### src/design/cwn_pkg.sv
// Shared types, constants and helpers of the whitespace normalizer.
package cwn_pkg;

  localparam int unsigned PENDING_DEPTH_DEF = 32;
  localparam logic [7:0]  SPACE_CHAR        = 8'h20;
  localparam logic [7:0]  TAB_CHAR          = 8'h09;
  localparam logic [7:0]  CR_CHAR           = 8'h0D;

  // Controller to datapath commands.
  typedef struct packed {
    logic accept;      // input beat taken this cycle
    logic flush_emit;  // move next held whitespace byte to the output
    logic hold_emit;   // move the held non-whitespace byte to the output
  } ctl_cmd_t;

  // Datapath to controller status.
  typedef struct packed {
    logic ld_ok;       // output register can take a beat
    logic go_flush;    // current input needs the pending store flushed first
    logic go_hold;     // current input emits a space and then itself
    logic flush_last;  // flush index points at the last held byte
  } dp_sts_t;

  function automatic logic is_ws(input logic [7:0] b);
    return (b == SPACE_CHAR) || ((b >= TAB_CHAR) && (b <= CR_CHAR));
  endfunction

endpackage

### src/design/cwn_ctrl.sv
// Controller state machine: accept, flush and held-byte sequencing.
module cwn_ctrl (
  input  logic             clk_i,
  input  logic             rst_ni,
  input  logic             in_valid_i,
  output logic             in_ready_o,
  input  cwn_pkg::dp_sts_t sts_i,
  output cwn_pkg::ctl_cmd_t cmd_o
);
  import cwn_pkg::*;

  typedef enum logic [1:0] {S_IDLE, S_FLUSH, S_HOLD} state_e;

  state_e state_q, state_d;

  always_comb begin
    in_ready_o       = (state_q == S_IDLE) && sts_i.ld_ok;
    cmd_o.accept     = in_valid_i && in_ready_o;
    cmd_o.flush_emit = (state_q == S_FLUSH) && sts_i.ld_ok;
    cmd_o.hold_emit  = (state_q == S_HOLD) && sts_i.ld_ok;
    state_d          = state_q;
    unique case (state_q)
      S_IDLE: begin
        if (cmd_o.accept && sts_i.go_flush) begin
          state_d = S_FLUSH;
        end else if (cmd_o.accept && sts_i.go_hold) begin
          state_d = S_HOLD;
        end
      end
      S_FLUSH: begin
        if (cmd_o.flush_emit && sts_i.flush_last) begin
          state_d = S_HOLD;
        end
      end
      S_HOLD: begin
        if (cmd_o.hold_emit) begin
          state_d = S_IDLE;
        end
      end
      default: state_d = S_IDLE;
    endcase
  end

  always_ff @(posedge clk_i or negedge rst_ni) begin
    if (!rst_ni) begin
      state_q <= S_IDLE;
    end else begin
      state_q <= state_d;
    end
  end

endmodule

### src/design/cwn_datapath.sv
// Datapath: line state, pending whitespace store and output register.
module cwn_datapath #(
  parameter int unsigned PENDING_DEPTH = cwn_pkg::PENDING_DEPTH_DEF
) (
  input  logic              clk_i,
  input  logic              rst_ni,
  input  logic [7:0]        data_byte_i,
  input  logic              in_marker_i,
  input  logic              line_end_i,
  input  cwn_pkg::ctl_cmd_t cmd_i,
  output cwn_pkg::dp_sts_t  sts_o,
  output logic              out_valid_o,
  input  logic              out_ready_i,
  output logic [7:0]        out_byte_o,
  output logic              end_of_line_o,
  output logic              line_changed_o,
  output logic              overflow_o
);
  import cwn_pkg::*;

  localparam int unsigned AW = $clog2(PENDING_DEPTH);
  localparam int unsigned CW = $clog2(PENDING_DEPTH + 1);

  typedef enum logic [1:0] {PH_LEAD, PH_CMD, PH_GAP, PH_ARG} phase_e;

  phase_e        phase_q, phase_d;
  logic [1:0]    gap_len_q, gap_len_d;
  logic          gap_sp_q, gap_sp_d;
  logic          changed_q, changed_d;
  logic          ovf_q, ovf_d;
  logic [CW-1:0] pcnt_q, pcnt_d;
  logic [AW-1:0] idx_q, idx_d, rd_addr;

  logic [7:0]    mem_q [PENDING_DEPTH];
  logic [7:0]    rd_data_q;
  logic [7:0]    hold_q;

  logic          out_valid_q;
  logic [7:0]    out_byte_q;
  logic          out_eol_q, out_chg_q, out_ovf_q;

  logic          is_term, ws, wr_en, chg_v;
  logic          acc_emit, acc_eol, acc_chg, out_ld;
  logic [7:0]    acc_byte;

  assign is_term = in_marker_i || line_end_i;
  assign ws      = is_ws(data_byte_i);

  assign sts_o.ld_ok      = !out_valid_q || out_ready_i;
  assign sts_o.go_flush   = !is_term && (phase_q == PH_ARG) && !ws && (pcnt_q != '0);
  assign sts_o.go_hold    = !is_term && (phase_q == PH_GAP) && !ws;
  assign sts_o.flush_last = (CW'(idx_q) + CW'(1)) == pcnt_q;

  always_comb begin
    phase_d   = phase_q;
    gap_len_d = gap_len_q;
    gap_sp_d  = gap_sp_q;
    changed_d = changed_q;
    ovf_d     = ovf_q;
    pcnt_d    = pcnt_q;
    idx_d     = idx_q;
    chg_v     = changed_q;
    wr_en     = 1'b0;
    acc_emit  = 1'b0;
    acc_byte  = data_byte_i;
    acc_eol   = 1'b0;
    acc_chg   = 1'b0;
    if (cmd_i.accept) begin
      idx_d = '0;
      if (is_term) begin
        // Drop held trailing whitespace or an unfinished gap.
        if ((phase_q == PH_ARG) && (pcnt_q != '0)) begin
          chg_v  = 1'b1;
          pcnt_d = '0;
        end
        if ((phase_q == PH_GAP) && (gap_len_q != 2'd0)) begin
          chg_v     = 1'b1;
          gap_len_d = 2'd0;
        end
        changed_d = chg_v;
        acc_emit  = 1'b1;
        acc_eol   = line_end_i;
        acc_chg   = line_end_i && chg_v;
        if (line_end_i) begin
          phase_d   = PH_LEAD;
          gap_len_d = 2'd0;
          gap_sp_d  = 1'b0;
          changed_d = 1'b0;
          ovf_d     = 1'b0;
          pcnt_d    = '0;
        end
      end else begin
        case (phase_q)
          PH_LEAD: begin
            if (ws) begin
              changed_d = 1'b1;
            end else begin
              phase_d  = PH_CMD;
              acc_emit = 1'b1;
            end
          end
          PH_CMD: begin
            if (ws) begin
              phase_d   = PH_GAP;
              gap_len_d = 2'd1;
              gap_sp_d  = (data_byte_i == SPACE_CHAR);
            end else begin
              acc_emit = 1'b1;
            end
          end
          PH_GAP: begin
            if (ws) begin
              if (gap_len_q == 2'd0) begin
                gap_sp_d = (data_byte_i == SPACE_CHAR);
              end
              if (gap_len_q != 2'd2) begin
                gap_len_d = gap_len_q + 2'd1;
              end
            end else begin
              if ((gap_len_q != 2'd1) || !gap_sp_q) begin
                changed_d = 1'b1;
              end
              gap_len_d = 2'd0;
              phase_d   = PH_ARG;
              pcnt_d    = '0;
              acc_emit  = 1'b1;
              acc_byte  = SPACE_CHAR;
            end
          end
          default: begin
            if (ws) begin
              if (pcnt_q < CW'(PENDING_DEPTH)) begin
                wr_en  = 1'b1;
                pcnt_d = pcnt_q + CW'(1);
              end else begin
                ovf_d = 1'b1;
              end
            end else if (pcnt_q == '0) begin
              acc_emit = 1'b1;
            end
          end
        endcase
      end
    end else if (cmd_i.flush_emit) begin
      idx_d = idx_q + AW'(1);
      if (sts_o.flush_last) begin
        pcnt_d = '0;
      end
    end
  end

  // Keep the next byte to flush in the read register.
  always_comb begin
    if (cmd_i.accept) begin
      rd_addr = '0;
    end else if (cmd_i.flush_emit) begin
      rd_addr = idx_q + AW'(1);
    end else begin
      rd_addr = idx_q;
    end
  end

  assign out_ld = acc_emit || cmd_i.flush_emit || cmd_i.hold_emit;

  always_ff @(posedge clk_i or negedge rst_ni) begin
    if (!rst_ni) begin
      phase_q     <= PH_LEAD;
      gap_len_q   <= 2'd0;
      gap_sp_q    <= 1'b0;
      changed_q   <= 1'b0;
      ovf_q       <= 1'b0;
      pcnt_q      <= '0;
      idx_q       <= '0;
      out_valid_q <= 1'b0;
    end else begin
      phase_q   <= phase_d;
      gap_len_q <= gap_len_d;
      gap_sp_q  <= gap_sp_d;
      changed_q <= changed_d;
      ovf_q     <= ovf_d;
      pcnt_q    <= pcnt_d;
      idx_q     <= idx_d;
      if (out_ld) begin
        out_valid_q <= 1'b1;
      end else if (out_ready_i) begin
        out_valid_q <= 1'b0;
      end
    end
  end

  always_ff @(posedge clk_i) begin
    if (wr_en) begin
      mem_q[pcnt_q[AW-1:0]] <= data_byte_i;
    end
    rd_data_q <= mem_q[rd_addr];
    if (cmd_i.accept) begin
      hold_q <= data_byte_i;
    end
    if (out_ld) begin
      out_ovf_q <= ovf_q;
      if (cmd_i.flush_emit) begin
        out_byte_q <= rd_data_q;
        out_eol_q  <= 1'b0;
        out_chg_q  <= 1'b0;
      end else if (cmd_i.hold_emit) begin
        out_byte_q <= hold_q;
        out_eol_q  <= 1'b0;
        out_chg_q  <= 1'b0;
      end else begin
        out_byte_q <= acc_byte;
        out_eol_q  <= acc_eol;
        out_chg_q  <= acc_chg;
      end
    end
  end

  assign out_valid_o    = out_valid_q;
  assign out_byte_o     = out_byte_q;
  assign end_of_line_o  = out_eol_q;
  assign line_changed_o = out_chg_q;
  assign overflow_o     = out_ovf_q;

endmodule

### src/design/command_line_whitespace_normalizer_unit.sv
// Top level of the command line whitespace normalizer.
// A beat that yields a byte shows it on the output in the cycle after acceptance.
// Throughput: one input beat per cycle while the output is not stalled and no held bytes
// drain: held whitespace flushes before the next argument byte, a space before the first.
// The flush rate is set by the single read port of the pending whitespace store.
// Reset (rst_ni low, asynchronous) returns the line state and output valid to idle.
module command_line_whitespace_normalizer_unit #(
  parameter int unsigned PENDING_DEPTH = cwn_pkg::PENDING_DEPTH_DEF
) (
  input  logic       clk_i,
  input  logic       rst_ni,
  // Input beat: one byte of the command line
  input  logic       in_valid_i,
  output logic       in_ready_o,
  input  logic [7:0] data_byte_i,
  input  logic       in_marker_i,
  input  logic       line_end_i,
  // Output beat: one byte of the canonical line
  output logic       out_valid_o,
  input  logic       out_ready_i,
  output logic [7:0] out_byte_o,
  output logic       end_of_line_o,
  output logic       line_changed_o,
  output logic       overflow_o
);
  import cwn_pkg::*;

  ctl_cmd_t cmd;
  dp_sts_t  sts;

  // The controller decides when to take a beat and when to drain held bytes;
  // it never touches payload.
  cwn_ctrl u_ctrl (
    .clk_i      (clk_i),
    .rst_ni     (rst_ni),
    .in_valid_i (in_valid_i),
    .in_ready_o (in_ready_o),
    .sts_i      (sts),
    .cmd_o      (cmd)
  );

  // The datapath tracks the line phase, holds argument whitespace in its store,
  // and owns the output register that parts the two handshakes.
  cwn_datapath #(
    .PENDING_DEPTH (PENDING_DEPTH)
  ) u_dp (
    .clk_i          (clk_i),
    .rst_ni         (rst_ni),
    .data_byte_i    (data_byte_i),
    .in_marker_i    (in_marker_i),
    .line_end_i     (line_end_i),
    .cmd_i          (cmd),
    .sts_o          (sts),
    .out_valid_o    (out_valid_o),
    .out_ready_i    (out_ready_i),
    .out_byte_o     (out_byte_o),
    .end_of_line_o  (end_of_line_o),
    .line_changed_o (line_changed_o),
    .overflow_o     (overflow_o)
  );

endmodule

### config.mk
export PLATFORM = sky130hd
export DESIGN_NAME = command_line_whitespace_normalizer_unit
export DESIGN_NICKNAME = d
export VERILOG_FILES = /design/src/design/cwn_pkg.sv /design/src/design/cwn_ctrl.sv /design/src/design/cwn_datapath.sv /design/src/design/command_line_whitespace_normalizer_unit.sv
export SDC_FILE = /design/constraint.sdc
export NUM_CORES = 1
export LEC_CHECK = 0
export ABC_AREA = 1
export BUFFER_PORTS_ARGS = -buffer_cell sky130_fd_sc_hd__buf_2
export CAP_MARGIN = 20
export CORE_ASPECT_RATIO = 1.75
export CORE_MARGIN = 5
export CORE_UTILIZATION = 43
export CTS_BUF_LIST = sky130_fd_sc_hd__clkbuf_4 sky130_fd_sc_hd__clkbuf_8 sky130_fd_sc_hd__clkbuf_16
export DETAILED_ROUTE_END_ITERATION = 7
export PLACE_DENSITY = 0.63
export SLEW_MARGIN = 10
export SYNTH_ARGS = -nofsm -noshare
export SYNTH_HDL_FRONTEND = slang
export SYNTH_SLANG_ARGS = --single-unit
### constraint.sdc
create_clock -name clk_i -period 2.7 [get_ports clk_i]
set_input_delay 0.27 -clock clk_i [delete_from_list [all_inputs] [get_ports clk_i]]
set_output_delay 0.27 -clock clk_i [all_outputs]
set_load 0.1 [all_outputs]
---- Yosys cells after proc, flatten, opt, wreduce, memory -nomap -nowiden ----
Memories as Yosys holds them, arrays and structs flattened. A register that Yosys moved wholly into a read port is not among the register bits.
Index checks and enable logic that the tools add are counted.
W data, S select, Z words.
cells by class
  add/subtract/negate cells ............... 4
  order comparisons ....................... 3
  equal/unequal tests ..................... 29
  mux-type cells .......................... 71
  bitwise operators ....................... 2
  reductions and logical operators ........ 49
operator list
  cell                   number
  $mux W6                9
  $mux W8                6
  $mux W1                33
  $mux W2                15
  $logic_and A1 B1 Y1    16
  $ne A3 B2 Y1 const B   5
  $reduce_and A5 Y1      3
  $pmux W2 S3            2
  $pmux W6 S2            1
  $reduce_and A6 Y1      2
  $mux W5                2
  $reduce_bool A2 Y1     5
  $ne A3 B1 Y1 const B   3
  $eq A8 B6 Y1 const B   1
  $ge A8 B4 Y1 const B   1
  $le A8 B4 Y1 const B   1
  $ne A2 B1 Y1 const B   4
  $ne A4 B1 Y1 const B   2
  $ne A4 B3 Y1 const B   2
  $reduce_and A7 Y1      1
  $add A5 B1 Y6 const B  1
  $add A6 B1 Y6 const B  1
  $eq A2 B2 Y1 const B   3
  $eq A6 B6 Y1           1
  21 further kinds       38
storage, ports and cells
  flip-flop bits (word level) ............. 40
  RAM bits ................................ 256
  logic and storage cells ................. 173
  memories ................................ 1
memory list
  name        depth  width  rd ports  clocked after memory_dff  wr ports  line                text
  u_dp.mem_q  32     8      1         1                         1         cwn_datapath.sv:34  logic [7:0] mem_q [PENDING_DEPTH];

---- Logic depth before layout (Yosys ltp) ----
  depth in word-level cells ............... 10
  gate-level depth with buffers ........... 15
  gate-level depth less buffers ........... 13

---- Modules after synthesis ----
From an unflattened synthesis, not the netlist that was laid out.
unflattened totals
  cells, all modules ...................... 1343
  area total of the unflattened synthesis .. 13788.2 um^2
modules (own cells, without submodules)
  module        instances  cells an instance  area each (um^2)  sequential area each (um^2)
  cwn_datapath  1          1315               13610.6           8893.5
  cwn_ctrl      1          28                 177.7             50.0

---- Worst setup path before layout ----
Ideal clock, no wire load.
  path kind ............................... reg2out
  start ................................... register u_dp.out_valid_q, in the netlist u_dp.out_valid_o
  end ..................................... output in_ready_o
  arrival time ............................ 3200 ps
  required time ........................... 2430 ps
  path slack .............................. -770 ps
  cell stages (with the launch flop) ...... 4
  cell sequence ........................... dfrtp_1 > nand2_1 > inv_1 > nor3_1
on the way
  longest elaborated chain between the ends .. 3
ends and longest elaborated chain
  what                      line                                           text
  start: declaration        cwn_datapath.sv:38                             logic out_valid_q;
  start signal: assignment  cwn_datapath.sv:174                            out_valid_q <= 1'b0;
  start signal: assignment  cwn_datapath.sv:184                            out_valid_q <= 1'b1;
  start signal: assignment  cwn_datapath.sv:186                            out_valid_q <= 1'b0;
  $logic_not A1 Y1          cwn_datapath.sv:49                             assign sts_o.ld_ok = !out_valid_q || out_ready_i;
  $logic_or A1 B1 Y1        cwn_datapath.sv:49
  $logic_and A1 B1 Y1       cwn_ctrl.sv:17                                 in_ready_o = (state_q == S_IDLE) && sts_i.ld_ok;
  end: declaration          command_line_whitespace_normalizer_unit.sv:14  output logic in_ready_o,
Every way passes these cells.

---- Worst setup path in the final report ----
  start ................................... register u_dp.out_valid_q, in the netlist u_dp.out_valid_o
  end ..................................... register u_dp.rd_data_q[5], read port of u_dp.mem_q
on the way
  longest elaborated chain between the ends .. 5
  elaborated cells on any way between the ends .. 7
  classes of those cells .................. mux: 2; reduce/logical: 5
ends and longest elaborated chain
  what                                                   line                                 text
  $logic_not A1 Y1 *                                     cwn_datapath.sv:49
  $logic_or A1 B1 Y1 *                                   cwn_datapath.sv:49
  $logic_and A1 B1 Y1 (on tied branches)                 cwn_ctrl.sv:19, cwn_ctrl.sv:17
  $mux W5 / $logic_and A1 B1 Y1 (equally long branches)  cwn_datapath.sv:156, cwn_ctrl.sv:18
  $mux W5 *                                              cwn_datapath.sv:154                  if (cmd_i.accept) begin
  end: declaration                                       cwn_datapath.sv:35                   logic [7:0] rd_data_q;
Every way passes the cells marked *; elsewhere a longest branch is shown, timed or not.
A chain may end at the register's enable or synchronous reset.

==> impl_results.md <==
- Compound-gate portion of the synthesized area: 0.01870
- Final slew viol count: 0
- Setup TNS: 0 ns
- Crit path cell chain: nand2_1 -> nand3_4 -> nand3_4 -> buf_12 -> buf_4 -> nand2_1 -> nand3_1 -> nand3_1 -> nand3_1 -> nand2_1 -> nand2_1 -> nand2_1
- Tcrit/Tclk final: 0.9093
- Syn_area_per_cell: 9.828 um2
- Design area: 16,300 um2
- GRT overflow: 0
- Post-synthesis mux area share: 0
- Fin Hold WS: 0.1342 ns
- Slew of the pin with the lowest slew margin: 0.5811 ns
- DPL Wire Length: 25.77 mm
- Post-DP Area: 15,370 um2
- Worst Setup End Kind: flop
- First-pass GRT wire length: 60.08 mm
- Final min period: 2.455 ns
- Hold Path Class: input pin to flop
- Total GRT Usage: 0.2099
- Delay-heaviest family, CP: simple AND/OR/NAND/NOR gates
- CTS Buf Count: 26
- Relative slew slack: 0.6126
- Die Area: 37,200 um2
- Final ANT Viol Nets: 0
- Row Count: 88
- # clock sinks: 304
- Crit start category: flop
- Top post-synthesis cells by count: 288 x inv_1, 275 x edfxtp_1, 247 x nand3_1, 241 x nand2_1, 127 x nand4_1
- I/O pins: 27
- Setup bufs post-CTS: 0
- Post-synth top area cell: edfxtp_1
- Starting DRT DRC Count: 880
- Skew final: 0.008521 ns
- Largest net degree at the start of global routing: 78
- Max-Cap Viols: 0
- Most frequent cell after synthesis: inv_1
- Detailed Routing Iterations Pass 1: 5
- GPL Wtd Cong: 0.9039
- Synth Cell Area: 14,320 um2
- Final hold vios: 0
- DR WL met2: 20.51 mm
- Synth Flop Type: edfxtp_1
- Via Count: 10.57k
- RSZ-0062 raised after global routing: false
- Wire length on met3: 1.965 mm
- Final setup viols: 0
- Via density: 5.455
- Largest family of logic cells by synthesized area: simple AND/OR/NAND/NOR gates
- Initial antenna violation count: 0
- Synth cell types: 33
- Crit path top cell by count: nand2_1
- IO Port Bufs: 26
- Share of the synthesized area in the top cell type: 0.5767
- Ys async rst share: 0.06908
- CP bufs+invs: 2
- Die H: 251.4 um
- Hold buffers post-CTS: 1
- Post-synthesis sequential area ratio: 0.6246
- Max rail drop VDD: 0.6409 mV
- Simple-gate share of the synthesized area: 0.2335
- CP arrival: 2.88 ns
- DRC: 0
- Cell count after synthesis: 1,457
- Max incr delay on CP: 0.40 ns
- Final WL: 39.05 mm
- Clock latency at the later pin of the worst-skew pair: 0.54 ns
- Post-synth EDFFs: 275
- YS warnings: 0
- Wire per inst: 20.16 um
- Outcome: complete, no violations
- TritonCTS clock tree: built
- Final core occ: 0.4952
- Vias in the first global route: 10.34k
- Nets: 1,540
- Ant. Diodes: 0
- Leakage: 0.007028 uW
- H-tree level count: 1
- Uppermost layer routed: met4
- CP Data Required Time: 3.13 ns
- Initial Util: 0.4350
- Die width: 148.0 um
- Kind of critical path: flop to flop
- CTS max path bufs: 3
- Fill count: 3,008
- Core Area: 32,920 um2
- #FFs+latches synth: 304
- CP max FO: 47
- Adder-cell share of the synthesized area: 0.01223
- Fmax: 0.4073 GHz
- Post-Synth XOR/XNOR Area: 0.003670
- Cts repair resizes: 0
- CTS clock-pin slew for the worst setup and hold paths: 0.07 ns
- Area grow syn2layout: 13.86%
- PwrDens: 675.1 nW/um2
- M1 WL: 13.77 mm
- Largest cells by area after synthesis: edfxtp_1 58%, nand3_1 8.6%, inv_1 7.5%
- Layout cells sized above 1: 0.1168
- Clk Tree Root Cell: clkbuf_16
- Slowest CP cell: dfrtp_2
- Mapped Nets: 1,485
-- final timing paths --
path	slack (ns)	endpoint	cells after the start	start
max in group asynchronous	2.09	u_dp.out_valid_o$_DFFE_PN0P_	2	rst_ni
hold / removal	0.13	u_dp.changed_q$_DFFE_PN0P_	4	in_marker_i
hold reg to reg	0.46	u_dp.overflow_o$_DFFE_PP_	0	u_dp.ovf_q$_DFFE_PN0P_
min in group asynchronous	0.23	u_dp.pcnt_q[3]$_DFFE_PN0P_	2	rst_ni
setup / recovery	0.24	u_dp.rd_data_q[5]$_DFF_P_	12	u_dp.out_valid_o$_DFFE_PN0P_
setup reg to reg	0.24	u_dp.rd_data_q[5]$_DFF_P_	12	u_dp.out_valid_o$_DFFE_PN0P_
-- power by group --
part	switching [uW]	internal (uW)
Sequential	93.0	5310
Combinational	1340	294
Clock	1670	2300
-- flip-flops by register name, summed over array words and instances (netlist names) --
name,flops
u_dp.mem_q,256
u_dp.hold_q,8
u_dp.out_byte_o,8
u_dp.rd_data_q,8
u_dp.pcnt_q,6
u_dp.idx_q,5
u_ctrl.state_q,2
u_dp.gap_len_q,2
u_dp.phase_q,2
u_dp.changed_q,1
u_dp.end_of_line_o,1
u_dp.gap_sp_q,1
u_dp.line_changed_o,1
u_dp.out_valid_o,1
u_dp.overflow_o,1
u_dp.ovf_q,1
-- area by class of cell --
type	count	area, um2	share of cell area
flip-flops and latches	304	8945	0.5486
multi-input cells	774	3881	0.2380
inverters	294	1109	0.06799
repair buffers	112	940.9	0.05771
clock buffers	35	773.2	0.04743
well taps	405	506.7	0.03108
clock inverters	13	148.9	0.009132
-- through the flow --
step                worst slack, ns  instances  total power [uW]
CTS                          0.2650       1937             11070
finish                       0.2448       1937             11010
global placement             0.3039       1888              7109
detailed placement           0.2665       1888              7133
floorplan                    0.1901       1457              6680
global route                 0.1107       1937             11380
-- tightest hold or removal path, stage by stage --
cell and delay [ns]:
buf_2 0.12, nand2_1 0.06, a21oi_1 0.07, a21oi_1 0.11
-- layer usage --
| layer | vias to the layer above | track usage |
|---|---|---|
| met2 | 375 | 0.3840 |
| met4 | 0 | 0.1326 |
| li1 | 5001 | - |
| met5 | - | 0 |
| met1 | 5086 | 0.2314 |
| met3 | 105 | 0.02066 |
-- cells by family (layout without fill, tap and decap cells) --
group | Yosys count | count (layout)
compound gates | 49 | 49
buf+inv | 379 | 454
xor+xnor | 6 | 6
flops | 304 | 304
fa+ha+maj | 14 | 14
simple gates | 705 | 705
-- cells in the final DEF (no fill, tap or decap), types with 2 or more instances in the layout --
cell | netlist | final
a31oi_1 | 7 | 7
clkinvlp_4 | 0 | 2
inv_1 | 288 | 288
nand4_1 | 127 | 127
edfxtp_1 | 275 | 275
buf_12 | 0 | 13
nand3b_1 | 2 | 2
bufinv_16 | 0 | 3
clkbuf_16 | 0 | 27
inv_2 | 4 | 4
nor2_1 | 72 | 72
dfrtp_1 | 21 | 20
buf_4 | 8 | 72
nand3_1 | 247 | 245
nor3_1 | 4 | 3
nand3_4 | 0 | 3
nor2_4 | 2 | 2
o21ai_0 | 27 | 27
or2_2 | 2 | 2
buf_2 | 52 | 26
o21ai_2 | 2 | 2
clkinv_2 | 0 | 7
dfxtp_1 | 8 | 8
xor2_1 | 5 | 5
a21oi_1 | 11 | 11
clkbuf_8 | 0 | 6
ha_1 | 14 | 14
nand2_1 | 241 | 241
nor4_1 | 3 | 3
clkbuf_4 | 0 | 2
inv_6 | 1 | 2
Power figures use the tool's default switching activity.
